### src/hdl/izs_pkg.sv
package izs_pkg;

    // Default and storage size of the zone table.
    localparam int MAX_ZONES_DEF = 8;
    localparam int ZONE_SLOTS    = 8;
    localparam int DAY_BITS      = 7;
    localparam int MINUTE_BITS   = 8;

    // Widths of the stream payloads.
    localparam int IN_DATA_W  = 72;
    localparam int IN_USER_W  = 2;
    localparam int OUT_DATA_W = 24;

    // Fixed values of the sequencer.
    localparam logic [3:0]  PHASE_OFF    = 4'd9;
    localparam logic [3:0]  NO_WDAY      = 4'd15;
    localparam logic [20:0] NO_DAY       = 21'h1FFFFF;
    localparam logic [3:0]  WEEKDAY_MAX  = 4'd6;
    localparam logic [16:0] SECS_PER_MIN = 17'd60;

    // Event flags in the result.
    localparam logic [5:0] EV_START    = 6'b000001;
    localparam logic [5:0] EV_RAINSKIP = 6'b000010;
    localparam logic [5:0] EV_RAINSTOP = 6'b000100;
    localparam logic [5:0] EV_DONE     = 6'b001000;
    localparam logic [5:0] EV_MANUAL   = 6'b010000;
    localparam logic [5:0] EV_PUMP     = 6'b100000;

    // Kind of an input item.
    typedef enum logic [1:0] {
        KIND_TICK  = 2'd0,
        KIND_START = 2'd1,
        KIND_STOP  = 2'd2
    } kind_t;

    // Configuration register indexes.
    typedef enum logic [2:0] {
        REG_ZONE_COUNT    = 3'd0,
        REG_START_MINUTE  = 3'd1,
        REG_REPEAT_LIMIT  = 3'd2,
        REG_OFF_MINUTES   = 3'd3,
        REG_ZONE_MINUTES  = 3'd4,
        REG_ZONE_DAYS     = 3'd5,
        REG_VALVE_PRESENT = 3'd6,
        REG_PUMP_PRESENT  = 3'd7
    } cfg_reg_t;

    typedef struct packed {
        logic [3:0]  zone_count;
        logic [10:0] start_minute;
        logic [7:0]  repeat_limit;
        logic [10:0] off_minutes;
        logic [ZONE_SLOTS*MINUTE_BITS-1:0] zone_minutes;
        logic [ZONE_SLOTS*DAY_BITS-1:0]    zone_days;
        logic [ZONE_SLOTS-1:0]             valve_present;
        logic        pump_present;
    } cfg_t;

    typedef struct packed {
        kind_t       kind;
        logic [10:0] minute_of_day;
        logic [19:0] day_code;
        logic [2:0]  weekday;
        logic [31:0] now_seconds;
        logic        rain_valid;
        logic        rain;
    } item_t;

    typedef struct packed {
        logic [3:0]  zone_index;
        logic [16:0] phase_seconds;
        logic [31:0] phase_started;
        logic [7:0]  pass_count;
        logic [20:0] last_run_day;
        logic [3:0]  run_weekday;
        logic        pump_state;
        logic [3:0]  valve_state;
    } state_t;

    typedef struct packed {
        logic        pump_on;
        logic [3:0]  open_zone;
        logic [3:0]  phase_zone;
        logic [7:0]  repeats_done;
        logic [5:0]  events;
    } result_t;

endpackage

### src/hdl/izs_cfg_regs.sv
module izs_cfg_regs (
    input  logic                clk,
    input  logic                rst_n,
    input  logic                cfg_valid,
    output logic                cfg_ready,
    input  logic [2:0]          cfg_index,
    input  logic [63:0]         cfg_data,
    output izs_pkg::cfg_t       cfg
);

    izs_pkg::cfg_t cfg_reg;
    izs_pkg::cfg_t cfg_next;

    assign cfg_ready = 1'b1;
    assign cfg       = cfg_reg;

    // Decode a register write; each register keeps only its own width.
    always_comb
    begin
        cfg_next = cfg_reg;
        if (cfg_valid)
        begin
            case (izs_pkg::cfg_reg_t'(cfg_index))
                izs_pkg::REG_ZONE_COUNT:    cfg_next.zone_count    = cfg_data[3:0];
                izs_pkg::REG_START_MINUTE:  cfg_next.start_minute  = cfg_data[10:0];
                izs_pkg::REG_REPEAT_LIMIT:  cfg_next.repeat_limit  = cfg_data[7:0];
                izs_pkg::REG_OFF_MINUTES:   cfg_next.off_minutes   = cfg_data[10:0];
                izs_pkg::REG_ZONE_MINUTES:
                    cfg_next.zone_minutes =
                        cfg_data[izs_pkg::ZONE_SLOTS*izs_pkg::MINUTE_BITS-1:0];
                izs_pkg::REG_ZONE_DAYS:
                    cfg_next.zone_days =
                        cfg_data[izs_pkg::ZONE_SLOTS*izs_pkg::DAY_BITS-1:0];
                izs_pkg::REG_VALVE_PRESENT:
                    cfg_next.valve_present = cfg_data[izs_pkg::ZONE_SLOTS-1:0];
                izs_pkg::REG_PUMP_PRESENT:  cfg_next.pump_present  = cfg_data[0];
                default:                    cfg_next = cfg_reg;
            endcase
        end
    end

    // Register file.
    always_ff @(posedge clk or negedge rst_n)
    begin
        if (!rst_n)
        begin
            cfg_reg <= '0;
        end
        else
        begin
            cfg_reg <= cfg_next;
        end
    end

endmodule

### src/hdl/izs_step.sv
module izs_step #(
    parameter int MAX_ZONES = izs_pkg::MAX_ZONES_DEF
) (
    input  logic              clk,
    input  logic              rst_n,
    input  logic              en,
    input  izs_pkg::cfg_t     cfg,
    input  izs_pkg::item_t    item,
    output izs_pkg::result_t  result
);

    typedef struct packed {
        izs_pkg::state_t st;
        logic [5:0]      ev;
    } work_t;

    // State after reset: idle, no run day and no run weekday recorded.
    localparam izs_pkg::state_t STATE_INIT = '{
        zone_index:    4'd0,
        phase_seconds: 17'd0,
        phase_started: 32'd0,
        pass_count:    8'd0,
        last_run_day:  izs_pkg::NO_DAY,
        run_weekday:   izs_pkg::NO_WDAY,
        pump_state:    1'b0,
        valve_state:   4'd0
    };

    izs_pkg::state_t state_reg;
    izs_pkg::state_t state_next;
    logic [3:0]      eff_count;

    // Zone count saturated to the number of zones built.
    assign eff_count = (cfg.zone_count > 4'(MAX_ZONES)) ? 4'(MAX_ZONES) : cfg.zone_count;

    function automatic logic zone_allowed(logic [3:0] z, logic [3:0] wd);
        logic [izs_pkg::DAY_BITS-1:0] mask;
        mask = '0;
        for (int i = 0; i < MAX_ZONES; i++)
        begin
            if (z == 4'(i + 1))
            begin
                mask = cfg.zone_days[i*izs_pkg::DAY_BITS +: izs_pkg::DAY_BITS];
            end
        end
        return (wd <= izs_pkg::WEEKDAY_MAX) ? mask[wd[2:0]] : 1'b0;
    endfunction

    function automatic logic [16:0] zone_secs(logic [3:0] z);
        logic [izs_pkg::MINUTE_BITS-1:0] mins;
        mins = '0;
        for (int i = 0; i < MAX_ZONES; i++)
        begin
            if (z == 4'(i + 1))
            begin
                mins = cfg.zone_minutes[i*izs_pkg::MINUTE_BITS +: izs_pkg::MINUTE_BITS];
            end
        end
        return 17'(mins) * izs_pkg::SECS_PER_MIN;
    endfunction

    function automatic logic has_valve(logic [3:0] z);
        logic v;
        v = 1'b0;
        for (int i = 0; i < MAX_ZONES; i++)
        begin
            if (z == 4'(i + 1))
            begin
                v = cfg.valve_present[i];
            end
        end
        return v;
    endfunction

    // True when at least one counted zone may run on the weekday.
    function automatic logic any_zone_today(logic [3:0] wd);
        logic any;
        any = 1'b0;
        for (int i = 0; i < MAX_ZONES; i++)
        begin
            if ((4'(i) < eff_count) && zone_allowed(4'(i + 1), wd))
            begin
                any = 1'b1;
            end
        end
        return any;
    endfunction

    function automatic work_t pump_set(work_t w, logic on);
        work_t r;
        r = w;
        if (on)
        begin
            if (cfg.pump_present && !r.st.pump_state)
            begin
                r.st.pump_state = 1'b1;
                r.ev = r.ev | izs_pkg::EV_PUMP;
            end
        end
        else if (r.st.pump_state)
        begin
            r.st.pump_state = 1'b0;
            r.ev = r.ev | izs_pkg::EV_PUMP;
        end
        return r;
    endfunction

    function automatic work_t run_start(work_t w, logic [3:0] wd, logic [19:0] day,
                                        logic [31:0] now);
        work_t r;
        r = w;
        if (any_zone_today(wd))
        begin
            r.ev = r.ev | izs_pkg::EV_START;
            r = pump_set(r, 1'b1);
            r.st.valve_state   = '0;
            r.st.last_run_day  = {1'b0, day};
            r.st.phase_started = now;
            r.st.pass_count    = '0;
            r.st.run_weekday   = wd;
            r.st.zone_index    = 4'd1;
            r.st.phase_seconds = zone_allowed(4'd1, wd) ? zone_secs(4'd1) : '0;
        end
        return r;
    endfunction

    function automatic work_t run_stop(work_t w, logic [5:0] flag);
        work_t r;
        r = w;
        if (r.st.zone_index != '0)
        begin
            r.ev = r.ev | flag;
        end
        r.st.valve_state   = '0;
        r.st.pass_count    = '0;
        r.st.zone_index    = '0;
        r.st.phase_seconds = '0;
        r.st.run_weekday   = izs_pkg::NO_WDAY;
        r = pump_set(r, 1'b0);
        return r;
    endfunction

    function automatic work_t next_zone(work_t w, logic [3:0] wd, logic [31:0] now,
                                        logic pump_off);
        work_t r;
        r = w;
        r.st.valve_state   = '0;
        r.st.phase_started = now;
        r.st.zone_index    = r.st.zone_index + 4'd1;
        if (r.st.zone_index > eff_count)
        begin
            if (pump_off)
            begin
                r = pump_set(r, 1'b0);
            end
            r.st.phase_seconds = 17'(cfg.off_minutes) * izs_pkg::SECS_PER_MIN;
        end
        else
        begin
            r.st.phase_seconds = zone_allowed(r.st.zone_index, wd) ?
                                 zone_secs(r.st.zone_index) : '0;
        end
        return r;
    endfunction

    // One step of the sequencer for the item at the input register.
    always_comb
    begin
        work_t       w;
        logic [3:0]  wd_in;
        logic [3:0]  wd;
        logic        rainy;
        logic        today;
        logic [31:0] elapsed;

        w.st    = state_reg;
        w.ev    = '0;
        wd_in   = {1'b0, item.weekday};
        rainy   = item.rain_valid && item.rain;
        today   = any_zone_today(wd_in);
        wd      = (state_reg.run_weekday != izs_pkg::NO_WDAY) ? state_reg.run_weekday : wd_in;
        elapsed = '0;

        case (item.kind)
            izs_pkg::KIND_TICK:
            begin
                if (today || (state_reg.run_weekday != izs_pkg::NO_WDAY))
                begin
                    // Daily start, or a rain skip, or a rain stop of a running pass.
                    if ((w.st.zone_index == '0) && (w.st.last_run_day != {1'b0, item.day_code})
                        && (item.minute_of_day >= cfg.start_minute))
                    begin
                        if (!rainy)
                        begin
                            w = run_start(w, wd_in, item.day_code, item.now_seconds);
                        end
                        else
                        begin
                            w.st.last_run_day = {1'b0, item.day_code};
                            w.ev = w.ev | izs_pkg::EV_RAINSKIP;
                        end
                    end
                    else if (rainy && (w.st.zone_index != '0))
                    begin
                        w = run_stop(w, izs_pkg::EV_RAINSTOP);
                    end

                    // Advance the running phase.
                    if (w.st.zone_index != '0)
                    begin
                        elapsed = item.now_seconds - w.st.phase_started;
                        if (w.st.zone_index <= eff_count)
                        begin
                            if (has_valve(w.st.zone_index))
                            begin
                                if (elapsed < 32'(w.st.phase_seconds))
                                begin
                                    w = pump_set(w, 1'b1);
                                    w.st.valve_state = w.st.zone_index;
                                end
                                else
                                begin
                                    w = next_zone(w, wd, item.now_seconds, 1'b1);
                                end
                            end
                            else
                            begin
                                w = next_zone(w, wd, item.now_seconds, 1'b0);
                            end
                        end
                        else
                        begin
                            // Off-time wait after the last zone.
                            w = pump_set(w, 1'b0);
                            if (w.st.pass_count >= cfg.repeat_limit)
                            begin
                                w = run_stop(w, izs_pkg::EV_DONE);
                            end
                            else if (elapsed > 32'(w.st.phase_seconds))
                            begin
                                w.st.pass_count    = w.st.pass_count + 8'd1;
                                w.st.phase_started = item.now_seconds;
                                w.st.zone_index    = 4'd1;
                                w.st.phase_seconds = zone_secs(4'd1);
                            end
                        end
                    end
                end
            end
            izs_pkg::KIND_START:
            begin
                w = run_start(w, wd_in, item.day_code, item.now_seconds);
            end
            izs_pkg::KIND_STOP:
            begin
                w = run_stop(w, izs_pkg::EV_MANUAL);
            end
            default:
            begin
                w.st = state_reg;
            end
        endcase

        state_next          = w.st;
        result.pump_on      = w.st.pump_state & cfg.pump_present;
        result.open_zone    = w.st.valve_state;
        result.phase_zone   = (w.st.zone_index > eff_count) ? izs_pkg::PHASE_OFF
                                                            : w.st.zone_index;
        result.repeats_done = w.st.pass_count;
        result.events       = w.ev;
    end

    // Sequencer state, updated once per processed item.
    always_ff @(posedge clk or negedge rst_n)
    begin
        if (!rst_n)
        begin
            state_reg <= STATE_INIT;
        end
        else if (en)
        begin
            state_reg <= state_next;
        end
    end

endmodule

### src/hdl/irrigation_zone_sequencer_unit.sv
// Irrigation zone sequencer: every tick, start or stop command that arrives on the
// input stream produces exactly one status word on the output stream (pump, open
// valve, current phase, repeat count and event flags), reflecting the state after
// that item. One item is taken per clock cycle unless the output stalls; an item
// is held first in the input register and then in the result register,
// with the whole step evaluated by the logic between them. The input side keeps
// accepting while a finished result waits, as long as the result register is being
// emptied. Configuration writes complete in the cycle they are presented and should
// be made while no item is in flight. There is no memory and no start-up sweep.
module irrigation_zone_sequencer_unit #(
    parameter int MAX_ZONES = izs_pkg::MAX_ZONES_DEF
) (
    input  logic                            clk,
    input  logic                            rst_n,
    input  logic                            s_axis_tvalid,
    output logic                            s_axis_tready,
    // minute_of_day[10:0], day_code[30:11], weekday[33:31], now_seconds[65:34],
    // rain_valid[66], rain[67], zero fill above
    input  logic [izs_pkg::IN_DATA_W-1:0]   s_axis_tdata,
    // kind[1:0]
    input  logic [izs_pkg::IN_USER_W-1:0]   s_axis_tuser,
    output logic                            m_axis_tvalid,
    input  logic                            m_axis_tready,
    // pump_on[0], open_zone[4:1], phase_zone[8:5], repeats_done[16:9],
    // events[22:17], zero fill above
    output logic [izs_pkg::OUT_DATA_W-1:0]  m_axis_tdata,
    input  logic                            cfg_valid,
    output logic                            cfg_ready,
    input  logic [2:0]                      cfg_index,
    input  logic [63:0]                     cfg_data
);

    izs_pkg::cfg_t    cfg;
    izs_pkg::item_t   item_reg;
    izs_pkg::result_t step_result;
    izs_pkg::result_t out_reg;
    logic             in_vld_reg;
    logic             in_vld_next;
    logic             out_vld_reg;
    logic             out_vld_next;
    logic             advance;
    logic             in_xfer;

    izs_cfg_regs u_cfg (
        .clk       (clk),
        .rst_n     (rst_n),
        .cfg_valid (cfg_valid),
        .cfg_ready (cfg_ready),
        .cfg_index (cfg_index),
        .cfg_data  (cfg_data),
        .cfg       (cfg)
    );

    izs_step #(
        .MAX_ZONES (MAX_ZONES)
    ) u_step (
        .clk    (clk),
        .rst_n  (rst_n),
        .en     (advance),
        .cfg    (cfg),
        .item   (item_reg),
        .result (step_result)
    );

    // The held item moves on whenever the result register is free or being emptied.
    assign advance       = in_vld_reg && (!out_vld_reg || m_axis_tready);
    assign s_axis_tready = !in_vld_reg || advance;
    assign in_xfer       = s_axis_tvalid && s_axis_tready;

    always_comb
    begin
        in_vld_next = in_vld_reg;
        if (in_xfer)
        begin
            in_vld_next = 1'b1;
        end
        else if (advance)
        begin
            in_vld_next = 1'b0;
        end

        out_vld_next = out_vld_reg;
        if (advance)
        begin
            out_vld_next = 1'b1;
        end
        else if (m_axis_tready)
        begin
            out_vld_next = 1'b0;
        end
    end

    // Valid flags.
    always_ff @(posedge clk or negedge rst_n)
    begin
        if (!rst_n)
        begin
            in_vld_reg  <= 1'b0;
            out_vld_reg <= 1'b0;
        end
        else
        begin
            in_vld_reg  <= in_vld_next;
            out_vld_reg <= out_vld_next;
        end
    end

    // Payload registers: input item on a transfer in, result on advance.
    always_ff @(posedge clk)
    begin
        if (in_xfer)
        begin
            item_reg.kind          <= izs_pkg::kind_t'(s_axis_tuser[1:0]);
            item_reg.minute_of_day <= s_axis_tdata[10:0];
            item_reg.day_code      <= s_axis_tdata[30:11];
            item_reg.weekday       <= s_axis_tdata[33:31];
            item_reg.now_seconds   <= s_axis_tdata[65:34];
            item_reg.rain_valid    <= s_axis_tdata[66];
            item_reg.rain          <= s_axis_tdata[67];
        end
        if (advance)
        begin
            out_reg <= step_result;
        end
    end

    assign m_axis_tvalid = out_vld_reg;
    assign m_axis_tdata  = {1'b0, out_reg.events, out_reg.repeats_done, out_reg.phase_zone,
                            out_reg.open_zone, out_reg.pump_on};

endmodule

### config.mk
export PLATFORM = sky130hd
export DESIGN_NAME = irrigation_zone_sequencer_unit
export DESIGN_NICKNAME = d
export VERILOG_FILES = /design/src/hdl/izs_pkg.sv /design/src/hdl/izs_cfg_regs.sv /design/src/hdl/izs_step.sv /design/src/hdl/irrigation_zone_sequencer_unit.sv
export SDC_FILE = /design/constraint.sdc
export NUM_CORES = 1
export LEC_CHECK = 0
export ABC_AREA = 1
export BUFFER_PORTS_ARGS = -buffer_cell sky130_fd_sc_hd__buf_2
export CORE_MARGIN = 2
export CORE_UTILIZATION = 59
export DETAILED_ROUTE_END_ITERATION = 7
export GPL_TIMING_DRIVEN = 0
export PLACE_DENSITY = 0.78
export SLEW_MARGIN = 20
export SYNTH_ARGS = -nofsm -noshare
export SYNTH_HDL_FRONTEND = slang
export SYNTH_SLANG_ARGS = --single-unit
export TNS_END_PERCENT = 5
### constraint.sdc
create_clock -name clk -period 19.3 [get_ports clk]
set_clock_uncertainty 0.15 [all_clocks]
set_input_delay 1.93 -clock clk [delete_from_list [all_inputs] [get_ports clk]]
set_output_delay 1.93 -clock clk [all_outputs]
set_load 0.005 [all_outputs]
# Word level (Yosys, flattened, before mapping)
# Cells that the tools add are included.
# W data, S select, Z words.
[word_totals]
register_bits = 349
in_bits = 146
out_inout_bits = 27
wordCells = 420
[op_classes]
addsub = 3
multipliers = 6
order_cmp = 20
eq_ne = 29
n_mux = 272
bitwise_logic = 2
n_reduce_logical = 58
[ops]
columns = ["op", "n"]
rows = [
  ["$mux W97", 11],
  ["$mux W7", 67],
  ["$pmux W91 S3", 1],
  ["$mux W8", 33],
  ["$mux W61", 3],
  ["$mux W1", 107],
  ["$bmux W1 S3", 28],
  ["$mul A8 B4 Y12 const B", 5],
  ["$mux W14", 4],
  ["$mux W6", 7],
  ["$mux W17", 2],
  ["$eq A4 B3 Y1 const B", 8],
  ["$gt A32 B17 Y1", 1],
  ["$logic_and A1 B1 Y1", 32],
  ["$lt A32 B17 Y1", 1],
  ["$sub A32 B32 Y32", 1],
  ["$mux W21", 1],
  ["$ne A21 B20 Y1", 1],
  ["$pmux W6 S3", 1],
  ["$eq A4 B2 Y1 const B", 4],
  ["$lt A3 B4 Y1 const A", 4],
  ["$reduce_and A2 Y1", 8],
  ["$mul A11 B4 Y15 const B", 1],
  ["$mux W15", 1],
  ["38 further kinds", 58],
]

# Longest topological paths before layout
# Gate-level depths: netlist (run 1).
[logic_depth]
ltp_word = 75
ltp_mapped = 53
ltp_nobuf = 49

# Cells and area by module
# From an unflattened synthesis (run 1), not the netlist that was laid out.
[hier_totals]
cells_unflattened = 3428
area_unflattened_um2 = 25175.4
[modules_own_cells]
columns = ["module", "n_inst", "cells_per_inst", "area_each_um2", "seq_area_each_um2"]
rows = [
  ["izs_step", 1, 2603, 15905.3, 2308.5],
  ["izs_cfg_regs", 1, 718, 6371.1, 4078.9],
  ["irrigation_zone_sequencer_unit", 1, 107, 2899.0, 2842.7],
]

# Worst setup path before layout (run 1)
# No wires, ideal clock.
[synth_timing]
path_type = "flip-flop to flip-flop"
start = "reg u_cfg.cfg_reg, in the netlist u_cfg.cfg[158]"
end = "reg out_reg, in the netlist m_axis_tdata[8] (data pin)"
setup_time_ns = 0.254
t_arrival_ns = 6.625
path_slack_ns = 12.271
stages_incl_launch_ff = 46
path_buffers = 4
synth_period_minus_slack_ns = 7.029
cell_sequence = "dfrtp_1 inv_1 ha_1 nand2_1 nor2_1 nand3_1 nand4_1 nand3_2 nor2_1 nand2_4 buf_6 inv_1 buf_2 buf_1 a21oi_1 ha_1 fa_1 o31ai_1 [10 not listed] nand4_1 nor4_1 o21ai_0 nor2_1 nand3_4 nor2_4 buf_6 nand2_2 a21oi_2 nand2_1 nand2_1 ha_1 nand2_1 inv_1 a32oi_1 inv_1 nand2_1 nand2_1"
[synth_lines]
columns = ["item", "line_no", "text"]
rows = [
  ["from (decl)", "izs_cfg_regs.sv:11", "izs_pkg::cfg_t cfg_reg;"],
  ["from (signal assigned)", "izs_cfg_regs.sv:51", "cfg_reg <= cfg_next;"],
  ["to (signal assigned)", "irrigation_zone_sequencer_unit.sv:123", "out_reg <= step_result;"],
  ["to (decl)", "irrigation_zone_sequencer_unit.sv:36", "izs_pkg::result_t out_reg;"],
]

# Worst setup path in the final report (run 1)
[layout_timing]
start = "reg u_step.state_reg[88] (netlist name)"
end = "reg u_step.state_reg[83] (netlist name)"
[layout_between]
elab_chain_cells = 34
elab_cells_between_ends = 107
classes_between = "add/sub (2); mul (2); order compare (5); eq/ne (16); mux (76); reduce/logical (6)"
[layout_lines]
columns = ["item", "line_no", "text"]
rows = [
  ["from (decl)", "izs_step.sv:29", "izs_pkg::state_t state_reg;"],
  ["from (signal assigned)", "izs_step.sv:282", "state_reg <= state_next;"],
  ["$reduce_bool A4 Y1 / $logic_not A4 Y1 (equally long branches)", "izs_step.sv:203, izs_step.sv:190", ""],
  ["$logic_and A1 B1 Y1 (on tied branches)", "izs_step.sv:203, izs_step.sv:190", ""],
  ["$mux W97 / $logic_and A1 B1 Y1 (equally long branches)", "izs_step.sv:203, izs_step.sv:191", ""],
  ["$mux W97 (*)", "izs_step.sv:190", "if ((w.st.zone_index == '0) && (w.st.last_run_day != {1'b0, item.day_code})"],
  ["$mux W97 (*)", "izs_step.sv:187", "if (today || (state_reg.run_weekday != izs_pkg::NO_WDAY))"],
  ["$mux W97 (*)", "izs_step.sv:184", "case (item.kind)"],
  ["branches (longest 25 deep; another with $add A4 B1 Y4)", "n/a", ""],
  ["$mux W97 (*)", "izs_step.sv:209", "if (w.st.zone_index != '0)"],
  ["$mux W97 (*)", "izs_step.sv:187", ""],
  ["$pmux W91 S3 (*)", "izs_step.sv:184", ""],
]
# Every way passes the cells marked *. The select of a mux whose other input is x is not followed.
# A chain may end at the register's enable or synchronous reset.

==> flow_summary_export.csv, run 1 <==
group,metric,value,unit
run_status,status,"finished, final reports clean",
synth,synth_warnings,0,
power_and_ir_drop,comb_power_share,63.6,%
timing,setup_tns,0,ns
worst_setup_path,r2r_cells,34,
synth,synth-compound-area-share,17.2,%
power_and_ir_drop,vdd_drop_max,0.000141,V
clock_tree,cts_tree,"built",
die,die_w,207,um
power_and_ir_drop,p_per_area,189,nW/um^2
min_path,whs_endpoint,"u_step.state_reg[29]",
clock_tree,cts_sinks,349,
clock_tree,htreeDepth,2,
synth,syn-instance-count,3182,
min_path,hold_depth,2,
detailed_routing,highest_layer,"met4",
timing,worstMarginPinSlew,0.947,ns
power_and_ir_drop,seqPwrFrac,20.8,%
detailed_routing,drc,0,
global_routing,grt_max_degree,102,
global_routing,grt_overflow,0,
clock_tree,numCtsBuffers,39,
die,initial_core_util,59.7,%
detailed_routing,dr_wl_met3,6.37,mm
place,dpl.hpwl,58.7,mm
worst_setup_path,r2r_start,"u_step.state_reg[88]",
detailed_routing,vias_per_cell,5.91,
timing,holdWs,0.303,ns
layout,antenna_cells,0,
layout,final_area,27300,sq um
clock_tree,holdBufCountCts,0,
synth,synthXorXnorAreaFrac,2.23,%
synth,synth_mux_area_share,0.370,%
clock_tree,clock-root-buffer,"clkbuf_16",
clock_tree,ctsLongestPathBuffers,3,
synth,ys_ff_latch,349,
worst_setup_path,worstPathRequired,19.67,ns
detailed_routing,ant_nets,0,
layout,drive_above_1_share,11.1,%
synth,yosysSeqAreaShare,37.9,%
power_and_ir_drop,p_int,2.57,mW
detailed_routing,wl_met2,35.6,mm
detailed_routing,drt-wirelength-per-cell,19.6,um
layout,syn_to_final_growth,12.2,%
timing,setup_viol,0,
worst_setup_path,start_kind,"register",
clock_tree,cts_resized,0,
timing,rsz0062_at_grt,"false",
die,dieArea,42900,sq um
worst_setup_path,r2r_slack,9.20,ns
min_path,hp-start,"u_step.state_reg[29]",
synth,synth_edf_count,93,
place,gp_congestion,0.980,
worst_setup_path,max_stage_delay,0.84,ns
synth,syn_avg_cell_area,7.65,sq um
place,io_buffers,166,
timing,period_share,52.3,%
clock_tree,clock_latency,0.59,ns
synth,async_flop_share,73.4,%
synth,synth_top_family_by_area,"simple AND/OR/NAND/NOR gates",
global_routing,grt_pass1_vias,22900,
detailed_routing,via_count,23400,
die,fp.coreArea,40700,sq um
worst_setup_path,crit_top_cell,"o21ai_0",
detailed_routing,drt-total-wl,77.5,mm
global_routing,antenna_found_initial,0,
power_and_ir_drop,leakagePower,13.5,nW
global_routing,grt_util_all_layers,36.0,%
worst_setup_path,r2r_end,"u_step.state_reg[83]",
power_and_ir_drop,swShare,50.0,%
place,place_area,25900,sq um
power_and_ir_drop,p_clk_share,15.6,%
timing,maxSlewViolCount,0,
layout,largest_register_ffs,163,
synth,yosysUniqueCellTypes,66,
die,die_y,207,um
timing,final-hold-violation-count,0,
run,cap_violations,0,
min_path,hp-class,"register to register",
clock_tree,cts_setup_buffers,0,
synth,netlist_area,24300,sq um
synth,synth_nets,3505,
timing,clock.fmax,99.0,MHz
synth,ys.flop_type,"dfrtp_1",
layout,nNetsFinal,3715,
die,io_pins,173,
detailed_routing,met1_length,32.1,mm
worst_setup_path,path_max_fanout,10,
worst_setup_path,cp-end-kind,"register",
synth,yosys.area_share.simple,22.2,%
worst_setup_path,critPathArrivalTime,10.47,ns
power_and_ir_drop,p_switching,2.58,mW
synth,synthAdderAreaFrac,10.5,%
worst_setup_path,cpMaxStageDelayCell,"nor4_2",
worst_setup_path,crit_type,"register to register",
timing,fin_crit,10.10,ns
clock_tree,clk_pin_slew_worst_paths,0.07,ns
detailed_routing,drtIter0Drc,2592,
global_routing,grt_pass1_wl,123,mm
detailed_routing,detail_route.first_pass.iterations,6,
die,rows,74,
timing,relSlewSlack,36.6,%
==> power by group through the flow <==
stage / clock, mW / sequential, mW / combinational, mW
final: 0.805 / 1.07 / 3.27
after floorplan: 0 / 1.05 / 2.28
after detailed placement: 0 / 1.08 / 3.18
after CTS: 0.810 / 1.07 / 3.21
after global placement: 0 / 1.07 / 3.07
after global routing: 0.843 / 1.09 / 3.63
==> cells in the final DEF (no fill, tap or decap), types with 29 or more instances in the layout <==
| cell type | count |
|---|---|
| or2_2 | 40 |
| o21a_1 | 38 |
| clkbuf_16 | 40 |
| o21ai_0 | 338 |
| clkbuf_1 | 99 |
| nor2_1 | 171 |
| a21oi_1 | 219 |
| o21ai_1 | 38 |
| nand3_1 | 224 |
| ha_1 | 133 |
| dfrtp_1 | 231 |
| fa_1 | 44 |
| nand2_1 | 696 |
| edfxtp_1 | 93 |
| buf_2 | 186 |
| inv_1 | 445 |
| nand4_1 | 29 |
| xor2_1 | 35 |
==> synthesized netlist by cell type (29+ instances only) <==
cell type    n  area [sq um]
a21oi_1    219          1100
ha_1       133          1660
or2_2       40           250
nor2_1     171           642
xor2_1      35           307
o21ai_1     38           190
o21a_1      38           285
nand4_1     29           181
nand2_1    696          2610
nand3_1    224          1120
fa_1        44           881
inv_1      446          1670
dfrtp_1    231          5780
clkbuf_1    92           345
o21ai_0    338          1690
edfxtp_1    93          2790
==> per-layer routing <==
layer / up-vias / track usage, %
met4: 0 / 16.7
li1: 10900 / -
met2: 1194 / 57.6
met3: 194 / 5.14
met1: 11100 / 48.5
met5: - / 0
==> metrics by stage <==
step / setup slack, ns / utilization, % / instances / power, mW
final: 9.20 / 67.0 / 3955 / 5.15
after global routing: 8.75 / 67.0 / 3955 / 5.56
after CTS: 9.53 / 67.0 / 3955 / 5.09
after detailed placement: 9.56 / 63.6 / 3883 / 4.26
after global placement: 9.54 / 63.4 / 3880 / 4.15
after floorplan: 12.27 / - / 3182 / 3.32
==> final cells by class <==
| type | count | area (sq um) |
|---|---|---|
| flip-flops and latches | 349 | 9230 |
| inverters | 456 | 1720 |
| well taps | 532 | 666 |
| plain buffers | 135 | 624 |
| repair buffers | 169 | 923 |
| clock buffers | 53 | 1100 |
| clock inverters | 19 | 270 |
| multi-input cells | 2242 | 12800 |
| fillers | 3489 | 13400 |
==> worst max-delay path, delay by kind of cell (launching register included) <==
kind / cells / cell delay (ns)
AOI/OAI and AO/OA: 13 / 3.51
xor gates and xnor gates: 2 / 0.62
adders and majority gates: 4 / 1.80
buffers and inverters: 5 / 0.70
DFF: 1 / 0.48
and+or+nand+nor: 10 / 2.76
==> how the worst max path moves through the flow <==
stage	depth (start not counted)	start	end	slack [ns]
2_1_floorplan	45	u_cfg.cfg[158]	m_axis_tdata[8]	12.27
3_3_place_gp	34	u_step.state_reg[88]	u_step.state_reg[83]	9.54
3_5_place_dp	34	u_step.state_reg[88]	u_step.state_reg[83]	9.56
4_1_cts	34	u_step.state_reg[88]	u_step.state_reg[83]	9.53
5_1_grt	38	u_step.state_reg[88]	m_axis_tdata[8]	8.75
6_report	34	u_step.state_reg[88]	u_step.state_reg[83]	9.20
==> logic make-up after synthesis <==
family	Yosys count
other	2
adders and majority gates	177
and+or+nand+nor	1240
muxes	8
buffers and inverters	591
DFF	349
AOI/OAI and AO/OA	753
xor gates and xnor gates	62
No activity file was read; power rests on OpenSTA's default activity.
==> run 2: changes to the inputs <==
--- a/config.mk
+++ b/config.mk
@@ -5,13 +5,13 @@
 export SDC_FILE = /design/constraint.sdc
 export NUM_CORES = 1
 export LEC_CHECK = 0
-export ABC_AREA = 1
+export ABC_AREA = 0
 export BUFFER_PORTS_ARGS = -buffer_cell sky130_fd_sc_hd__buf_2
 export CORE_MARGIN = 2
 export CORE_UTILIZATION = 59
 export DETAILED_ROUTE_END_ITERATION = 7
 export GPL_TIMING_DRIVEN = 0
-export PLACE_DENSITY = 0.78
+export PLACE_DENSITY = 0.79
 export SLEW_MARGIN = 20
 export SYNTH_ARGS = -nofsm -noshare
 export SYNTH_HDL_FRONTEND = slang
==> constraint.sdc (replaced) <==
create_clock -name clk -period 9.8 [get_ports clk]
set_clock_uncertainty 0.15 [all_clocks]
set_input_delay 0.98 -clock clk [delete_from_list [all_inputs] [get_ports clk]]
set_output_delay 0.98 -clock clk [all_outputs]
set_load 0.005 [all_outputs]
==> run 2 against run 1 <==
First-iteration DRC count is 32% lower. Via count is 21% lower. Final cell count is 27% lower. Setup slack worse by 8.8 ns. Maximum frequency is 7.2% higher. Highest routed layer unchanged. Routed wire length is 14% lower. Critical path depth is 9 higher. Sequential share of layout area is 2.9 points higher. Die area is 8.4% lower.
==> flow_summary_export.csv, run 2 <==
group,metric,value,unit
clock_tree,clk_pin_slew_worst_paths,0.06,ns
synth,ys_top_cells_by_count,"231 x dfrtp_1, 198 x nand2_1, 176 x mux2_2",
die,initial_core_util,59.5,%
synth,synth.area.top_cells,"dfrtp_1 26%, edfxtp_1 13%, mux2_2 8.9%, ha_1 7.5%, fa_1 4.0%",
timing,fin_crit,9.42,ns
layout,seqCellArea,9230,sq um
die,dieArea,39300,sq um
synth,netlist_area,22200,sq um
run_status,status,"finished, final reports clean",
layout,multiInputGateArea,12200,sq um
clock_tree,cts_sinks,349,
worst_setup_path,r2r_start,"item_reg[36]",
detailed_routing,detail_route.first_pass.iterations,5,
die,rows,71,
global_routing,grt_util_all_layers,34.6,%
place,dpl.hpwl,51.5,mm
die,die_y,198,um
place,gp_congestion,0.998,
layout,drive_above_1_share,21.3,%
synth,ys_ff_latch,349,
synth,syn_avg_cell_area,10.4,sq um
clock_tree,clock-root-buffer,"clkbuf_16",
global_routing,grt_pass1_vias,17700,
layout,syn_to_final_growth,13.1,%
timing,final-hold-violation-count,0,
timing,relSlewSlack,30.2,%
synth,yosysTopAreaCell,"dfrtp_1",
timing,maxSlewViolCount,0,
timing,setup_viol,0,
synth,synth_warnings,0,
detailed_routing,drt-wirelength-per-cell,23.2,um
power_and_ir_drop,p_per_area,332,nW/um^2
die,io_pins,173,
clock_tree,numCtsBuffers,39,
layout,layout_commonest_cell,"dfrtp_1",
layout,largest_register_ffs,163,
timing,worstMarginPinSlew,1.04,ns
worst_setup_path,r2r_slack,0.38,ns
synth,syn-instance-count,2134,
synth,yosysUniqueCellTypes,89,
detailed_routing,ant_nets,0,
worst_setup_path,cpMaxStageDelayCell,"a2111oi_4",
power_and_ir_drop,power.total,8.34,mW
global_routing,antenna_found_initial,1,
detailed_routing,via_count,18400,
clock_tree,cts_tree,"built",
synth,synth_top_cell_area_share,26.0,%
detailed_routing,drc,0,
timing,clock.fmax,106,MHz
worst_setup_path,crit_family,"compound AO/OA/AOI/OAI gates",
layout,fin_cells,2887,
worst_setup_path,worstPathRequired,9.94,ns
worst_setup_path,r2r_end,"m_axis_tdata[6]",
place,io_buffers,164,
run,cap_violations,0,
worst_setup_path,crit_buf_inv,6,
clock_tree,ctsLongestPathBuffers,3,
worst_setup_path,path_max_fanout,10,
die,fp.coreArea,37400,sq um
timing,period_share,96.2,%
worst_setup_path,start_kind,"register",
worst_setup_path,r2r_cells,43,
clock_tree,clock_latency,0.58,ns
power_and_ir_drop,vdd_drop_max,0.000248,V
detailed_routing,drtIter0Drc,1757,
synth,yosysSeqAreaShare,41.5,%
place,dp.cells,2813,
layout,antenna_cells,0,
worst_setup_path,crit_top_cell,"o21ai_0",
global_routing,grt_overflow,0,
clock_tree,htreeDepth,2,
clock_tree,holdBufCountCts,0,
global_routing,grt_pass1_wl,103,mm
die,die_w,198,um
worst_setup_path,critPathArrivalTime,9.57,ns
global_routing,grt_max_degree,103,
detailed_routing,vias_per_cell,6.37,
layout,n_fill_cell,2913,
synth,synth_edf_count,93,
worst_setup_path,cp-end-kind,"register",
worst_setup_path,crit_type,"register to register",
worst_setup_path,worstSetupStartpoint,"item_reg[36]",
layout,layout.cells.most_common_list,"231 x dfrtp_1, 198 x nand2_1, 176 x mux2_2, 174 x buf_2",
synth,async_flop_share,73.4,%
synth,ys.flop_type,"dfrtp_1",
power_and_ir_drop,leakagePower,11.1,nW
detailed_routing,drt-total-wl,67.0,mm
layout,nNetsFinal,2668,
synth,synth_nets,2457,
worst_setup_path,max_stage_delay,0.46,ns
synth,yosysMostFrequentCell,"dfrtp_1",
min_path,hp-class,"input pin to asynchronous set/reset pin",
-- run 2: changes by cell type after synthesis, sizes merged, moves of 100 or more --
cell,previous run,this run
a21oi,221,121
o21ai,376,143
inv,453,105
nand2,707,198
mux2,8,176
nand3,228,26
-- run 2: what timing repair did --
action                                  CTS  global route
endpoints found under the setup margin   54             8
buffers inserted                          1             3
resized for setup                         4            26
endpoints found under the hold margin     0             0
pin swaps                                 1             0
-- run 2: layout make-up --
class | count | area share, %
clock buffers | 51 | 4.22
repair buffers | 172 | 3.78
clock inverters | 21 | 0.756
flip-flops and latches | 349 | 36.7
well taps | 511 | 2.54
inverters | 107 | 1.60
plain buffers | 99 | 1.89
multi-input cells | 1577 | 48.5
-- run 2: routing by layer --
layer / global-route usage, % / up-vias / share of wire (%)
met3: 5.14 / 153 / 8.2
met4: 13.0 / 0 / 3.7
met2: 53.3 / 849 / 45
met5: 0 / - / 0
met1: 49.7 / 9142 / 43
li1: - / 8256 / -
-- run 2: cells by family after synthesis --
kind of cell	Yosys count	synth area share (%)
XOR/XNOR	70	2.76
multiplexers	235	11.7
adder cells (fa/ha/maj)	177	11.4
buffers and inverters	208	3.89
other	2	0.0338
AO/OA/AOI/OAI	569	17.3
AND/OR/NAND/NOR	524	11.4
flip-flops	349	41.5
-- run 2: per-stage QoR --
step / setup TNS [ns] / area [sq um] / setup WS, ns / util, % / hold WS [ns]
4_1_cts: 0 / 25100 / 0.00243 / 67.1 / 0.206
2_1_floorplan: 0 / 22200 / 1.49 / - / 0.294
3_3_place_gp: -20.95 / 23700 / -1.47 / 63.4 / 0.311
6_report: 0 / 25200 / 0.375 / 67.3 / 0.197
3_5_place_dp: -13.23 / 23800 / -1.46 / 63.7 / 0.317
5_1_grt: -0.0139 / 25200 / -0.0139 / 67.3 / 0.229
-- run 2: power by group --
group / switching [mW] / internal [mW]
sequential: 0.269 / 1.83
clock: 0.623 / 0.826
combinational: 2.83 / 1.96
total: 3.72 / 4.62
-- run 2: worst max path at each step --
stage,to,slack [ns],cells after the start
2_1_floorplan,m_axis_tdata[6],1.49,42
3_3_place_gp,m_axis_tdata[6],-1.47,41
3_5_place_dp,m_axis_tdata[6],-1.46,44
4_1_cts,m_axis_tdata[6],0.002,43
5_1_grt,m_axis_tdata[7],-0.01,40
6_report,m_axis_tdata[6],0.38,43
